<file path="src/sv/spfr_pkg.sv">
// Package: shared types, constants and frame helpers for the sensor poll frame responder.
`timescale 1ns / 1ps
package spfr_pkg;

  localparam int FrameLen = 8;
  localparam int AddrW = 4;

  localparam logic [7:0] FrameHeader = 8'h10;
  localparam logic [7:0] PollIdReset = 8'h1B;
  localparam logic [15:0] SensorIdReset = 16'h0100;
  localparam logic signed [31:0] SensorValueReset = 32'sd1260;

  typedef enum logic [1:0] {
    REG_POLL_ID      = 2'd0,
    REG_SENSOR_ID    = 2'd1,
    REG_SENSOR_VALUE = 2'd2,
    REG_NONE         = 2'd3
  } reg_idx_t;

  typedef struct packed {
    logic [7:0]         poll_id;
    logic [15:0]        sensor_id;
    logic signed [31:0] sensor_value;
  } cfg_t;

  typedef struct packed {
    logic       valid;
    logic [7:0] data;
    logic       last;
  } cell_t;

  typedef logic [FrameLen-1:0][7:0] frame_t;

  function automatic logic [7:0] frame_checksum(input frame_t f);
    logic [10:0] sum;
    logic [8:0]  fold;
    logic [7:0]  folded;
    sum = 11'd0;
    for (int k = 0; k < FrameLen - 1; k++) begin
      sum = sum + {3'd0, f[k]};
    end
    fold = {1'b0, sum[7:0]} + {6'd0, sum[10:8]};
    folded = fold[7:0] + {7'd0, fold[8]};
    return 8'hFF - folded;
  endfunction

  function automatic frame_t frame_build(input cfg_t c);
    frame_t f;
    f = '0;
    f[0] = FrameHeader;
    f[1] = c.sensor_id[7:0];
    f[2] = c.sensor_id[15:8];
    f[3] = c.sensor_value[7:0];
    f[4] = c.sensor_value[15:8];
    f[5] = c.sensor_value[23:16];
    f[6] = c.sensor_value[31:24];
    f[FrameLen-1] = frame_checksum(f);
    return f;
  endfunction

endpackage

</file>
<file path="src/sv/spfr_regs.sv">
// Configuration register file behind the APB-style port.
`timescale 1ns / 1ps
module spfr_regs (
  input  logic                      clk,
  input  logic                      rst,
  input  logic                      psel,
  input  logic                      penable,
  input  logic                      pwrite,
  input  logic [spfr_pkg::AddrW-1:0] paddr,
  input  logic [31:0]               pwdata,
  output logic [31:0]               prdata,
  output spfr_pkg::cfg_t            cfg
);
  import spfr_pkg::*;

  reg_idx_t idx;
  logic     wr;

  assign idx = reg_idx_t'(paddr[3:2]);
  assign wr = psel && penable && pwrite;

  always_ff @(posedge clk) begin
    if (rst) begin
      cfg.poll_id <= PollIdReset;
      cfg.sensor_id <= SensorIdReset;
      cfg.sensor_value <= SensorValueReset;
    end else if (wr) begin
      unique case (idx)
        REG_POLL_ID:      cfg.poll_id <= pwdata[7:0];
        REG_SENSOR_ID:    cfg.sensor_id <= pwdata[15:0];
        REG_SENSOR_VALUE: cfg.sensor_value <= pwdata;
        default: ;
      endcase
    end
  end

  always_comb begin
    unique case (idx)
      REG_POLL_ID:      prdata = {24'd0, cfg.poll_id};
      REG_SENSOR_ID:    prdata = {16'd0, cfg.sensor_id};
      REG_SENSOR_VALUE: prdata = cfg.sensor_value;
      default:          prdata = 32'd0;
    endcase
  end

endmodule

</file>
<file path="src/sv/spfr_cell.sv">
// One byte cell of the transmit chain: parallel load or shift from the upstream cell.
`timescale 1ns / 1ps
module spfr_cell (
  input  logic                clk,
  input  logic                rst,
  input  logic                load,
  input  logic                shift,
  input  logic [7:0]          load_data,
  input  logic                load_last,
  input  spfr_pkg::cell_t     upstream,
  output spfr_pkg::cell_t     held
);
  import spfr_pkg::*;

  logic       valid;
  logic [7:0] data;
  logic       last;

  always_ff @(posedge clk) begin
    if (rst) begin
      valid <= 1'b0;
    end else if (load) begin
      valid <= 1'b1;
    end else if (shift) begin
      valid <= upstream.valid;
    end
  end

  always_ff @(posedge clk) begin
    if (load) begin
      data <= load_data;
      last <= load_last;
    end else if (shift) begin
      data <= upstream.data;
      last <= upstream.last;
    end
  end

  assign held = '{valid: valid, data: data, last: last};

endmodule

</file>
<file path="src/sv/sensor_poll_frame_responder_top.sv">
// Top level: poll matcher, frame loader and the chain of transmit cells.
//
// Usage: received line bytes arrive on the in channel (in_valid, in_ready,
// line_byte) and are held one at a time in an input register. A byte equal
// to poll_id loads an 8-byte response frame into a chain of eight cells in
// parallel; other bytes are dropped the cycle after their transfer.
// The chain shifts one byte towards the out channel (out_valid, out_ready,
// tx_byte, frame_end) on each output transfer; frame_end marks the
// checksum byte.
// With the chain free, a poll byte passes from the input register into
// the chain, whose first cell then offers the first frame byte.
// Throughput: one output byte per cycle while out_ready is high; a poll is
// taken when the eight-byte chain reloads as its last byte leaves, so
// frames follow one another with no gap. Non-matching bytes flow at one
// per cycle unless a poll waits in the input register.
// Reset: chain and input register empty, registers at 0x1B, 0x0100, 1260.
// Stall: with a byte offered and out_ready low the chain holds; a pending
// poll waits in the input register and in_ready drops until the chain can reload.
// Configuration: APB-style, poll_id at 0x0, sensor_id at 0x4,
// sensor_value at 0x8.
`timescale 1ns / 1ps
module sensor_poll_frame_responder_top (
  input  logic                       clk,
  input  logic                       rst,
  input  logic                       psel,
  input  logic                       penable,
  input  logic                       pwrite,
  input  logic [spfr_pkg::AddrW-1:0] paddr,
  input  logic [31:0]                pwdata,
  output logic [31:0]                prdata,
  output logic                       pready,
  input  logic                       in_valid,
  output logic                       in_ready,
  input  logic [7:0]                 line_byte,
  output logic                       out_valid,
  input  logic                       out_ready,
  output logic [7:0]                 tx_byte,
  output logic                       frame_end
);
  import spfr_pkg::*;

  cfg_t       cfg;
  frame_t     frame;
  cell_t      chain [FrameLen];
  cell_t      feed  [FrameLen];
  logic       pend_valid;
  logic [7:0] pend_byte;
  logic       pend_match;
  logic       pend_take;
  logic       chain_free;
  logic       upper_busy;
  logic       load;
  logic       shift;

  assign pready = 1'b1;

  spfr_regs u_regs (
    .clk     (clk),
    .rst     (rst),
    .psel    (psel),
    .penable (penable),
    .pwrite  (pwrite),
    .paddr   (paddr),
    .pwdata  (pwdata),
    .prdata  (prdata),
    .cfg     (cfg)
  );

  always_comb begin
    upper_busy = 1'b0;
    for (int k = 1; k < FrameLen; k++) begin
      upper_busy = upper_busy | chain[k].valid;
    end
  end

  assign shift = out_ready || !chain[0].valid;
  assign chain_free = !upper_busy && shift;
  assign pend_match = pend_byte == cfg.poll_id;
  assign load = pend_valid && pend_match && chain_free;
  assign pend_take = pend_valid && (!pend_match || chain_free);
  assign in_ready = !pend_valid || pend_take;
  assign frame = frame_build(cfg);

  always_ff @(posedge clk) begin
    if (rst) begin
      pend_valid <= 1'b0;
    end else if (in_ready) begin
      pend_valid <= in_valid;
    end
  end

  always_ff @(posedge clk) begin
    if (in_ready && in_valid) begin
      pend_byte <= line_byte;
    end
  end

  for (genvar i = 0; i < FrameLen; i++) begin : g_cell
    if (i == FrameLen - 1) begin : g_tail
      assign feed[i] = '0;
    end else begin : g_body
      assign feed[i] = chain[i+1];
    end

    spfr_cell u_cell (
      .clk       (clk),
      .rst       (rst),
      .load      (load),
      .shift     (shift),
      .load_data (frame[i]),
      .load_last (i == FrameLen - 1),
      .upstream  (feed[i]),
      .held      (chain[i])
    );
  end

  assign out_valid = chain[0].valid;
  assign tx_byte = chain[0].data;
  assign frame_end = chain[0].last;

endmodule

</file>
<file path="config.mk">
export PLATFORM = sky130hd
export DESIGN_NAME = sensor_poll_frame_responder_top
export DESIGN_NICKNAME = d
export VERILOG_FILES = /design/src/sv/spfr_pkg.sv /design/src/sv/spfr_regs.sv /design/src/sv/spfr_cell.sv /design/src/sv/sensor_poll_frame_responder_top.sv
export SDC_FILE = /design/constraint.sdc
export NUM_CORES = 1
export LEC_CHECK = 0
export ABC_AREA = 0
export BUFFER_PORTS_ARGS = -buffer_cell sky130_fd_sc_hd__buf_2
export CORE_ASPECT_RATIO = 1.2
export CORE_MARGIN = 4
export CORE_UTILIZATION = 50
export DETAILED_ROUTE_END_ITERATION = 8
export PLACE_DENSITY = 0.77
export SLEW_MARGIN = 20
export SYNTH_ARGS = -nofsm -noshare
export SYNTH_HDL_FRONTEND = slang
export SYNTH_SLANG_ARGS = --single-unit
</file>
<file path="constraint.sdc">
create_clock -name clk -period 7.3 [get_ports clk]
set_clock_uncertainty 0.1 [all_clocks]
set_input_delay 0.73 -clock clk [delete_from_list [all_inputs] [get_ports clk]]
set_output_delay 0.73 -clock clk [all_outputs]
set_load 0.1 [all_outputs]
</file>
* After elaboration in Yosys (flattened, before gate mapping)
Cells that the tools add are included.
** Word-level totals
- Register bits :: 145
- Latch bits :: 0
- Bits in writable memories :: 0
- ROM bits :: 0
- Bits of input ports :: 51
- Output and inout bits :: 44
- Logic and storage cells :: 97
- Memories kept :: 0
** Cells by class
- $add $sub $neg :: 9
- $mul :: 0
- Div/mod/pow operators :: 0
- Magnitude comparators :: 0
- Equal/unequal tests :: 3
- Shift-type cells :: 0
- Mux-type cells :: 31
- Bitwise logic cells :: 6
- Reduce and logical (&&, ||, !) cells :: 19
** Operators by type and width (number)
- 2-to-1 mux 8 bit :: 14
- one-hot mux 32 bit (3 select lines) :: 1
- adder 11 x 8 -> 11 bit :: 3
- 2-to-1 mux 1 bit :: 16
- adder 10 x 8 -> 11 bit :: 1
- adder 9 x 8 -> 10 bit :: 1
- adder 5 x 8 -> 9 bit, first input constant :: 1
- adder 8 x 3 -> 9 bit :: 1
- adder 8 x 1 -> 8 bit :: 1
- == test 8 bit :: 1
- subtractor 8 bit, first input constant :: 1
- logical AND 1 bit :: 7
- bitwise OR 1 bit :: 6
- AND reduction 2 bit :: 3
- logical NOT 1 bit :: 4
- logical OR 1 bit :: 3
- == test 2 x 1 -> 1 bit, second input constant :: 1
- == test 2 bit, second input constant :: 1
- logical NOT 2 bit :: 1
- nonzero test 2 bit :: 1

* Depth between registers and ports, before layout
Gate-level depths: netlist of the first run.
- Word-level depth :: 12
- Gate-level depth with buffers :: 27
- Depth with buffers taken out :: 27

* Hierarchy
Synthesis of the first run repeated with hierarchy kept, for this count alone.
** Second synthesis, totals
- Cell total of the unflattened synthesis :: 712
- Area total of the unflattened synthesis :: 8600.7 um^2
** By module, submodules not included
- spfr_cell :: times used 8, cells each 26, area an instance 473.0 um^2, sequential area each 290.3 um^2
- spfr_regs :: times used 1, cells each 290, area an instance 2793.9 um^2, sequential area each 1121.1 um^2
- sensor_poll_frame_responder_top :: times used 1, cells each 214, area an instance 2023.2 um^2, sequential area each 260.2 um^2

* Least setup slack after synthesis of the first run
OpenSTA, ideal clock, no wires.
- Path type :: register to register
- Start :: reg, netlist name u_regs.cfg[20]
- End :: reg g_cell[7].u_cell.data[7] (data pin)
- Setup time :: 0.269 ns
- Arrival time :: 5.727 ns
- Data required time :: 6.931 ns
- Slack :: 1.203 ns
- Cell stages (with the launch flop) :: 27
- Buffers on the path :: 0
- Clock period less this slack :: 6.097 ns
- Path through :: dfxtp_1 inv_1 fa_1 inv_1 fa_1 inv_1 fa_1 inv_1 fa_1 inv_1 fa_1 nor2b_1 o21a_1 o21ai_0 a21oi_1 nor3_1 fa_1 nor2b_1 o21ai_0 nor4_1 and3_1 ha_1 nand2b_1 nor4_1 a311oi_1 a2111oi_0 nor3_1
** Between the ends
- Word-level cells in the longest chain between the ends :: 6
** RTL lines
- adder 11 x 8 -> 11 bit (2 in a row) :: RTL line spfr_pkg.sv:40 : sum = sum + {3'd0, f[k]};
- adder 8 x 3 -> 9 bit :: RTL line spfr_pkg.sv:42 : fold = {1'b0, sum[7:0]} + {6'd0, sum[10:8]};
- adder 8 x 1 -> 8 bit :: RTL line spfr_pkg.sv:43 : folded = fold[7:0] + {7'd0, fold[8]};
- subtractor 8 bit :: RTL line spfr_pkg.sv:44 : return 8'hFF - folded;
- 2-to-1 mux 8 bit :: RTL line spfr_cell.sv:30 : if (load) begin
- end signal: assignment :: RTL line spfr_cell.sv:31 : data <= load_data;
- end signal: assignment :: RTL line spfr_cell.sv:34 : data <= upstream.data;
- end: declaration :: RTL line spfr_cell.sv:16 : logic [7:0] data;
No other way between the ends.
A chain may end at the register's enable or synchronous reset.

* Worst setup path in the final report of the first run
- Start :: reg, netlist name u_regs.cfg[20]
- End :: reg g_cell[7].u_cell.data[7] (data pin)
** Between the ends
- Word-level cells in the longest chain between the ends :: 6
** RTL lines (RTL line)
- adder 11 x 8 -> 11 bit (2 in a row) :: spfr_pkg.sv:40
- adder 8 x 3 -> 9 bit :: spfr_pkg.sv:42
- adder 8 x 1 -> 8 bit :: spfr_pkg.sv:43
- subtractor 8 bit :: spfr_pkg.sv:44
- 2-to-1 mux 8 bit :: spfr_cell.sv:30
No other way between the ends.

==> results of run 1 <==
## critical path, cell delays in order, from the launching register on
cell,delay (ps)
dfxtp_1,390
inv_1,80
fa_1,530
inv_1,50
fa_1,470
inv_1,50
fa_1,520
inv_1,50
fa_1,540
inv_1,70
fa_1,450
nor2b_1,130
o21a_1,120
o21ai_0,160
a21oi_1,220
nor3_1,100
fa_1,490
nor2b_1,120
o21ai_0,100
nor4_1,260
and3_1,210
ha_1,170
nand2b_1,80
nor4_1,230
a311oi_1,130
a2111oi_0,430
nor3_1,110
## worst paths after layout
kind                         start                  endpoint  cells after the start  slack [ps]
max                 u_regs.cfg[20]  g_cell[7].u_cell.data[7]                     26         670
min reg2reg  g_cell[0].u_cell.last     g_cell[0].u_cell.last                      2         350
max reg2reg         u_regs.cfg[20]  g_cell[7].u_cell.data[7]                     26         670
min          g_cell[0].u_cell.last     g_cell[0].u_cell.last                      2         350
## report_power, final
part,total [W],leakage (nW),switching [W],internal [W]
sequential,0.000864,1.42,0.00000886,0.000856
clock,0.000884,0.309,0.000325,0.000559
combinational,0.000228,1.98,0.000147,0.0000813
total,0.00198,3.71,0.000481,0.00150
## through the flow
step                      setup slack [ps]  util (%)
final                                667.1     59.53
after floorplan                       1203         -
after CTS                            663.6     59.53
after detailed placement             666.8     55.29
after global placement               781.2     55.29
after global routing                 284.5     59.53
## metal layers
metal / up-vias / track usage, % / share of wire, %
li1: 2566 / - / -
met1: 2564 / 24.93 / 40
met2: 175 / 35.84 / 51
met3: 31 / 4.226 / 5.6
met4: 0 / 8.176 / 2.9
met5: - / 0 / 0
## registers in the layout, summed over array words and instances, names as in the netlist
signal / flops
g_cell.u_cell.data: 64
u_regs.cfg: 56
g_cell.u_cell.last: 8
g_cell.u_cell.valid: 8
pend_byte: 8
pend_valid: 1
## logic make-up after synthesis
group | Yosys count
AO/OA/AOI/OAI | 101
XOR/XNOR | 17
buffers and inverters | 117
multiplexers | 61
adder cells (fa/ha/maj) | 53
flip-flops | 145
AND/OR/NAND/NOR | 230
other | 1
## area by class of cell
type | instances | area [um^2] | share of cell area, %
inverter | 73 | 274.0 | 3.180
clock buffer | 25 | 550.5 | 6.389
timing repair buffer | 102 | 538.0 | 6.244
clock inverter | 7 | 63.81 | 0.7405
multi-input combinational | 463 | 3397 | 39.42
tap | 200 | 250.2 | 2.904
sequential | 145 | 3543 | 41.12
## cells in the final DEF, fill, tap and decap left out, types with 2 or more instances in the layout
cell       count
nand2_1      131
buf_2         91
dfxtp_1       81
inv_1         72
a21oi_1       64
edfxtp_1      64
mux2_2        45
fa_1          33
nor2_1        29
clkbuf_16     21
ha_1          20
nor3_1        18
and2_1        16
xnor2_1       14
mux2i_1       12
o21ai_0       11
buf_4         11
a211o_1        9
a22o_1         8
nor2b_1        7
nand3_1        4
nand2b_1       4
mux2_1         4
nand3b_1       3
xor2_1         3
nor4_1         3
nand4_1        3
clkbuf_1       3
inv_4          3
clkinv_2       3
nor2b_2        2
or3_1          2
and3_1         2
==> run_results.csv, run 1 <==
group,metric,value,unit
outcome,status,"finished, final reports clean",
clocking,cts_hold_buffers,0,
setup_path,crit_arrival,6680,ps
logic_synthesis,synth_cell_type_count,46,
logic_synthesis,synth_top_family_by_area,"simple AND/OR/NAND/NOR gates",
logic_synthesis,avgSynthCellArea,10.22,um^2
die,die_h,141.3,um
placed_design,place_inst,983,
timing,worst_slew_pin_slew,957.1,ps
clocking,clk_latency,420,ps
pwr,power_density,229.4,mW/mm^2
drt,dr.pass1.iters,5,
setup_path,startpoint_type,"register",
drt,vias_per_cell,5.257,
setup_path,critical_path_class,"register to register",
logic_synthesis,synthFlopType,"dfxtp_1",
logic_synthesis,synth.cell_area,0.007407,mm^2
placed_design,io_buffers,91,
clocking,cts.repair.resized,0,
logic_synthesis,synthArstFlopShare,0,%
timing,fin_tns_setup,0,ps
logic_synthesis,synth_top_area_share,25.95,%
timing,rsz0062_at_grt,"false",
pwr,peakVddDrop,0.0001657,V
clocking,clk_pin_slew,60,ps
timing,timing.slew.headroom,36.19,%
cells_and_area,antenna_cells,0,
placed_design,gp_congestion,0.8594,
placed_design,postPlaceCellArea,0.008003,mm^2
die,ioPinCount,95,
cells_and_area,drive_gt1_share,22.33,%
clocking,clockRootBuffer,"clkbuf_16",
global_route,grt_pass1_wl,27080,um
logic_synthesis,ys_top_cells_by_count,"131 x nand2_1, 81 x dfxtp_1, 72 x inv_1, 64 x a21oi_1, 64 x edfxtp_1",
logic_synthesis,synthMuxAreaShare,9.071,%
logic_synthesis,synth_fa_ha_area_share,12.30,%
logic_synthesis,syn-num-nets,829,
timing,max_clock_freq,150.8,MHz
drt,wire_per_inst,16.41,um
die,dieArea,0.01683,mm^2
pwr,power,0.001976,W
logic_synthesis,ys_ff_latch,145,
timing,fin_crit_sh,90.86,%
drt,wirelength,16650,um
logic_synthesis,yosysWarnings,0,
logic_synthesis,synth_top_area_cell,"edfxtp_1",
drt,drt_iter0_markers,398,
die,row_count,48,
global_route,antenna_found_initial,0,
cells_and_area,fin_cells,1015,
clocking,cts_sinks,145,
die,start_util,51.18,%
logic_synthesis,synth_cells,725,
logic_synthesis,yosys-top-cells-area,"edfxtp_1 26%, dfxtp_1 22%, fa_1 8.9%",
clocking,cts_tree,"yes",
die,core,0.01447,mm^2
timing,final_hold_viol_count,0,
clocking,cts_buffers,17,
logic_synthesis,synth-edff-count,64,
logic_synthesis,yosysMostFrequentCell,"nand2_1",
clocking,cts_max_path_buffers,2,
drt,vias,5336,
drt,route.detailed.drc,0,
logic_synthesis,ys_seq_area_share,47.84,%
setup_path,endpoint_kind,"register",
setup_path,path_max_fanout,5,
die,fp.dieW,119.1,um
setup_path,required,7350,ps
timing,fin_crit,6633,ps
global_route,grt_pass1_vias,5374,
cells_and_area,fin_area,0.008617,mm^2
cells_and_area,fillers,1224,
timing,whs,346.1,ps
placed_design,dp_hpwl,11600,um
timing,drv_slew,0,
global_route,overflow,0,
flow_run,drv_cap,0,
logic_synthesis,synthSimpleGateAreaFrac,14.12,%
global_route,gr-usage-all-layers,20.55,%
drt,drtAntennaViolNets,0,
cells_and_area,layout.nets,906,
worst_hold_path,hold_path_class,"register to register",
clocking,cts_setup_buffers,0,
logic_synthesis,synth_compound_area_share,8.091,%
pwr,leakagePower,3.710,nW
global_route,grt_max_degree,79,
clocking,cts_max_level,4,
timing,setup_viol,0,
cells_and_area,area_delta_synth_final,16.33,%
logic_synthesis,synthXorXnorAreaFrac,2.010,%
Note: power is estimated with default switching activity, not from simulation.
==> run 2, diff against run 1 <==
--- a/config.mk
+++ b/config.mk
@@ -8,10 +8,10 @@
 export ABC_AREA = 0
 export BUFFER_PORTS_ARGS = -buffer_cell sky130_fd_sc_hd__buf_2
 export CORE_ASPECT_RATIO = 1.2
-export CORE_MARGIN = 4
-export CORE_UTILIZATION = 50
+export CORE_MARGIN = 3
+export CORE_UTILIZATION = 58
 export DETAILED_ROUTE_END_ITERATION = 8
-export PLACE_DENSITY = 0.77
+export PLACE_DENSITY = 0.87
 export SLEW_MARGIN = 20
 export SYNTH_ARGS = -nofsm -noshare
 export SYNTH_HDL_FRONTEND = slang
==> run 2 against run 1 <==
Compared with the run above: count of clock-buffer cells in the layout is 4 lower; largest power group is now registers; maximum frequency fell by 3.0%; critical path type unchanged; utilization grew 9.6 points; clock power fell by 8.8%.
==> run_results.csv, run 2 (synthesis results as in run 1) <==
group,metric,value,unit
cells_and_area,top_register,"g_cell.u_cell.data",
timing,finalWorstSetupSlack,463.6,ps
die,die_h,129.8,um
worst_hold_path,min_to,"g_cell[0].u_cell.last",
clocking,cts_max_level,4,
outcome,status,"finished, final reports clean",
global_route,grt_pass1_wl,26780,um
clocking,cts_sinks,145,
worst_hold_path,worstHoldStart,"g_cell[0].u_cell.last",
flow_run,drv_cap,0,
global_route,gr-usage-all-layers,25.23,%
die,core,0.01228,mm^2
die,fp.dieW,109.2,um
placed_design,dp_hpwl,11640,um
clocking,cts.repair.resized,0,
drt,drtAntennaViolNets,0,
timing,drv_slew,0,
clocking,clk_pin_slew,60,ps
cells_and_area,area_delta_synth_final,14.58,%
global_route,grt_pass1_vias,5297,
pwr,power_density,224.3,mW/mm^2
clocking,cts_setup_buffers,0,
cells_and_area,drive_gt1_share,22.14,%
drt,vias_per_cell,5.578,
clocking,clk_latency,430,ps
die,dieArea,0.01417,mm^2
clocking,cts_hold_buffers,0,
drt,dr.pass1.iters,5,
timing,final_hold_viol_count,0,
cells_and_area,fin_area,0.008487,mm^2
setup_path,path_max_fanout,5,
timing,fin_crit_sh,93.65,%
global_route,overflow,0,
cells_and_area,largest_reg_flops,64,
setup_path,rr_endpoint,"g_cell[7].u_cell.data[7]",
timing,setup_viol,0,
pwr,power_frac_clock,42.4,%
placed_design,gp_congestion,0.8945,
setup_path,critical_path_class,"register to register",
setup_path,crit_arrival,6880,ps
cells_and_area,antenna_cells,0,
pwr,p_sw,0.0005006,W
pwr,leakagePower,3.661,nW
drt,wire_per_inst,17.48,um
worst_hold_path,min_path_cells,2,
timing,max_clock_freq,146.3,MHz
cells_and_area,largestRegisters,"g_cell.u_cell.data x64, u_regs.cfg x56",
clocking,cts_buffers,17,
cells_and_area,layout_commonest_cell,"nand2_1",
pwr,power,0.001903,W
drt,wirelength,17030,um
clocking,cts_tree,"yes",
timing,fin_crit,6836,ps
placed_design,io_buffers,91,
die,ioPinCount,95,
clocking,cts_max_path_buffers,2,
global_route,antenna_found_initial,0,
cells_and_area,layout_common_cells,"131 x nand2_1, 91 x buf_2, 81 x dfxtp_1",
worst_hold_path,hold_path_class,"register to register",
die,row_count,44,
setup_path,required,7350,ps
pwr,intPower,0.001403,W
cells_and_area,layout.nets,904,
setup_path,r2r_cells,26,
die,start_util,60.33,%
placed_design,postPlaceCellArea,0.007936,mm^2
drt,vias,5433,
setup_path,reg2reg_from,"u_regs.cfg[20]",
drt,drt_iter0_markers,453,
setup_path,startpoint_type,"register",
pwr,swShare,26.30,%
global_route,grt_max_degree,78,
timing,timing.slew.headroom,34.67,%
timing,worst_slew_pin_slew,977.9,ps
pwr,peakVddDrop,0.0001304,V
placed_design,pre_cts_ws,517.8,ps
setup_path,regToRegSetupSlack,460,ps
clocking,clockRootBuffer,"clkbuf_16",
timing,rsz0062_at_grt,"false",
cells_and_area,fin_util,69.13,%
drt,route.detailed.drc,0,
pwr,p_seq_share,45.4,%
timing,fin_tns_setup,0,ps
pwr,combPwrFrac,12.2,%
setup_path,endpoint_kind,"register",
## run 2: through the flow
stage                     cells  hold WS (ps)
final                       974         349.2
after global routing        974         360.8
after CTS                   974         351.8
after detailed placement    942         342.5
after global placement      942         330.6
after floorplan             725         322.7
## run 2: worst max-delay path by stage
| stage | cells past startpoint | startpoint | slack, ps | to |
|---|---|---|---|---|
| after floorplan | 26 | u_regs.cfg[20] | 1200 | g_cell[7].u_cell.data[7] |
| after global placement | 26 | u_regs.cfg[20] | 770 | g_cell[7].u_cell.data[7] |
| after detailed placement | 26 | u_regs.cfg[20] | 520 | g_cell[7].u_cell.data[7] |
| after CTS | 26 | u_regs.cfg[20] | 470 | g_cell[7].u_cell.data[7] |
| after global routing | 26 | u_regs.cfg[20] | 150 | g_cell[7].u_cell.data[7] |
| final | 26 | u_regs.cfg[20] | 460 | g_cell[7].u_cell.data[7] |
## run 2: layout make-up
cell class | instances | area [um^2]
inverters | 73 | 274.0
clock inverters | 11 | 78.83
flip-flops and latches | 145 | 3543
multi-input cells | 463 | 3395
fillers | 887 | 3790
clock buffers | 21 | 471.7
repair buffers | 100 | 523.0
well taps | 161 | 201.4
## run 2: critical path, cell delays in order, from the launching register on
cell and delay, ps:
dfxtp_1 380, inv_1 90, fa_1 540, inv_1 50
fa_1 480, inv_1 60, fa_1 540, inv_1 60
fa_1 570, inv_1 90, fa_1 460, nor2b_1 130
o21a_1 120, o21ai_0 170, a21oi_1 240, nor3_1 100
fa_1 490, nor2b_1 120, o21ai_0 110, nor4_1 280
and3_1 190, ha_1 180, nand2b_1 80, nor4_1 290
a311oi_1 160, a2111oi_0 390, nor3_1 100
## run 2: routing by layer
metal | GRT usage (%) | share of wire (%)
met4 | 10.10 | 2.6
met5 | 0 | 0
met3 | 5.492 | 6.2
met2 | 43.13 | 51
met1 | 31.10 | 40
## run 2: power groups by stage
| stage | logic (W) | registers (W) | clock network (W) |
|---|---|---|---|
| 5_1_grt | 0.000255 | 0.000866 | 0.000849 |
| 6_report | 0.000232 | 0.000865 | 0.000806 |
| 4_1_cts | 0.000231 | 0.000865 | 0.000813 |
| 2_1_floorplan | 0.000172 | 0.000878 | 0 |
| 3_5_place_dp | 0.000228 | 0.000882 | 0 |
| 3_3_place_gp | 0.000221 | 0.000881 | 0 |
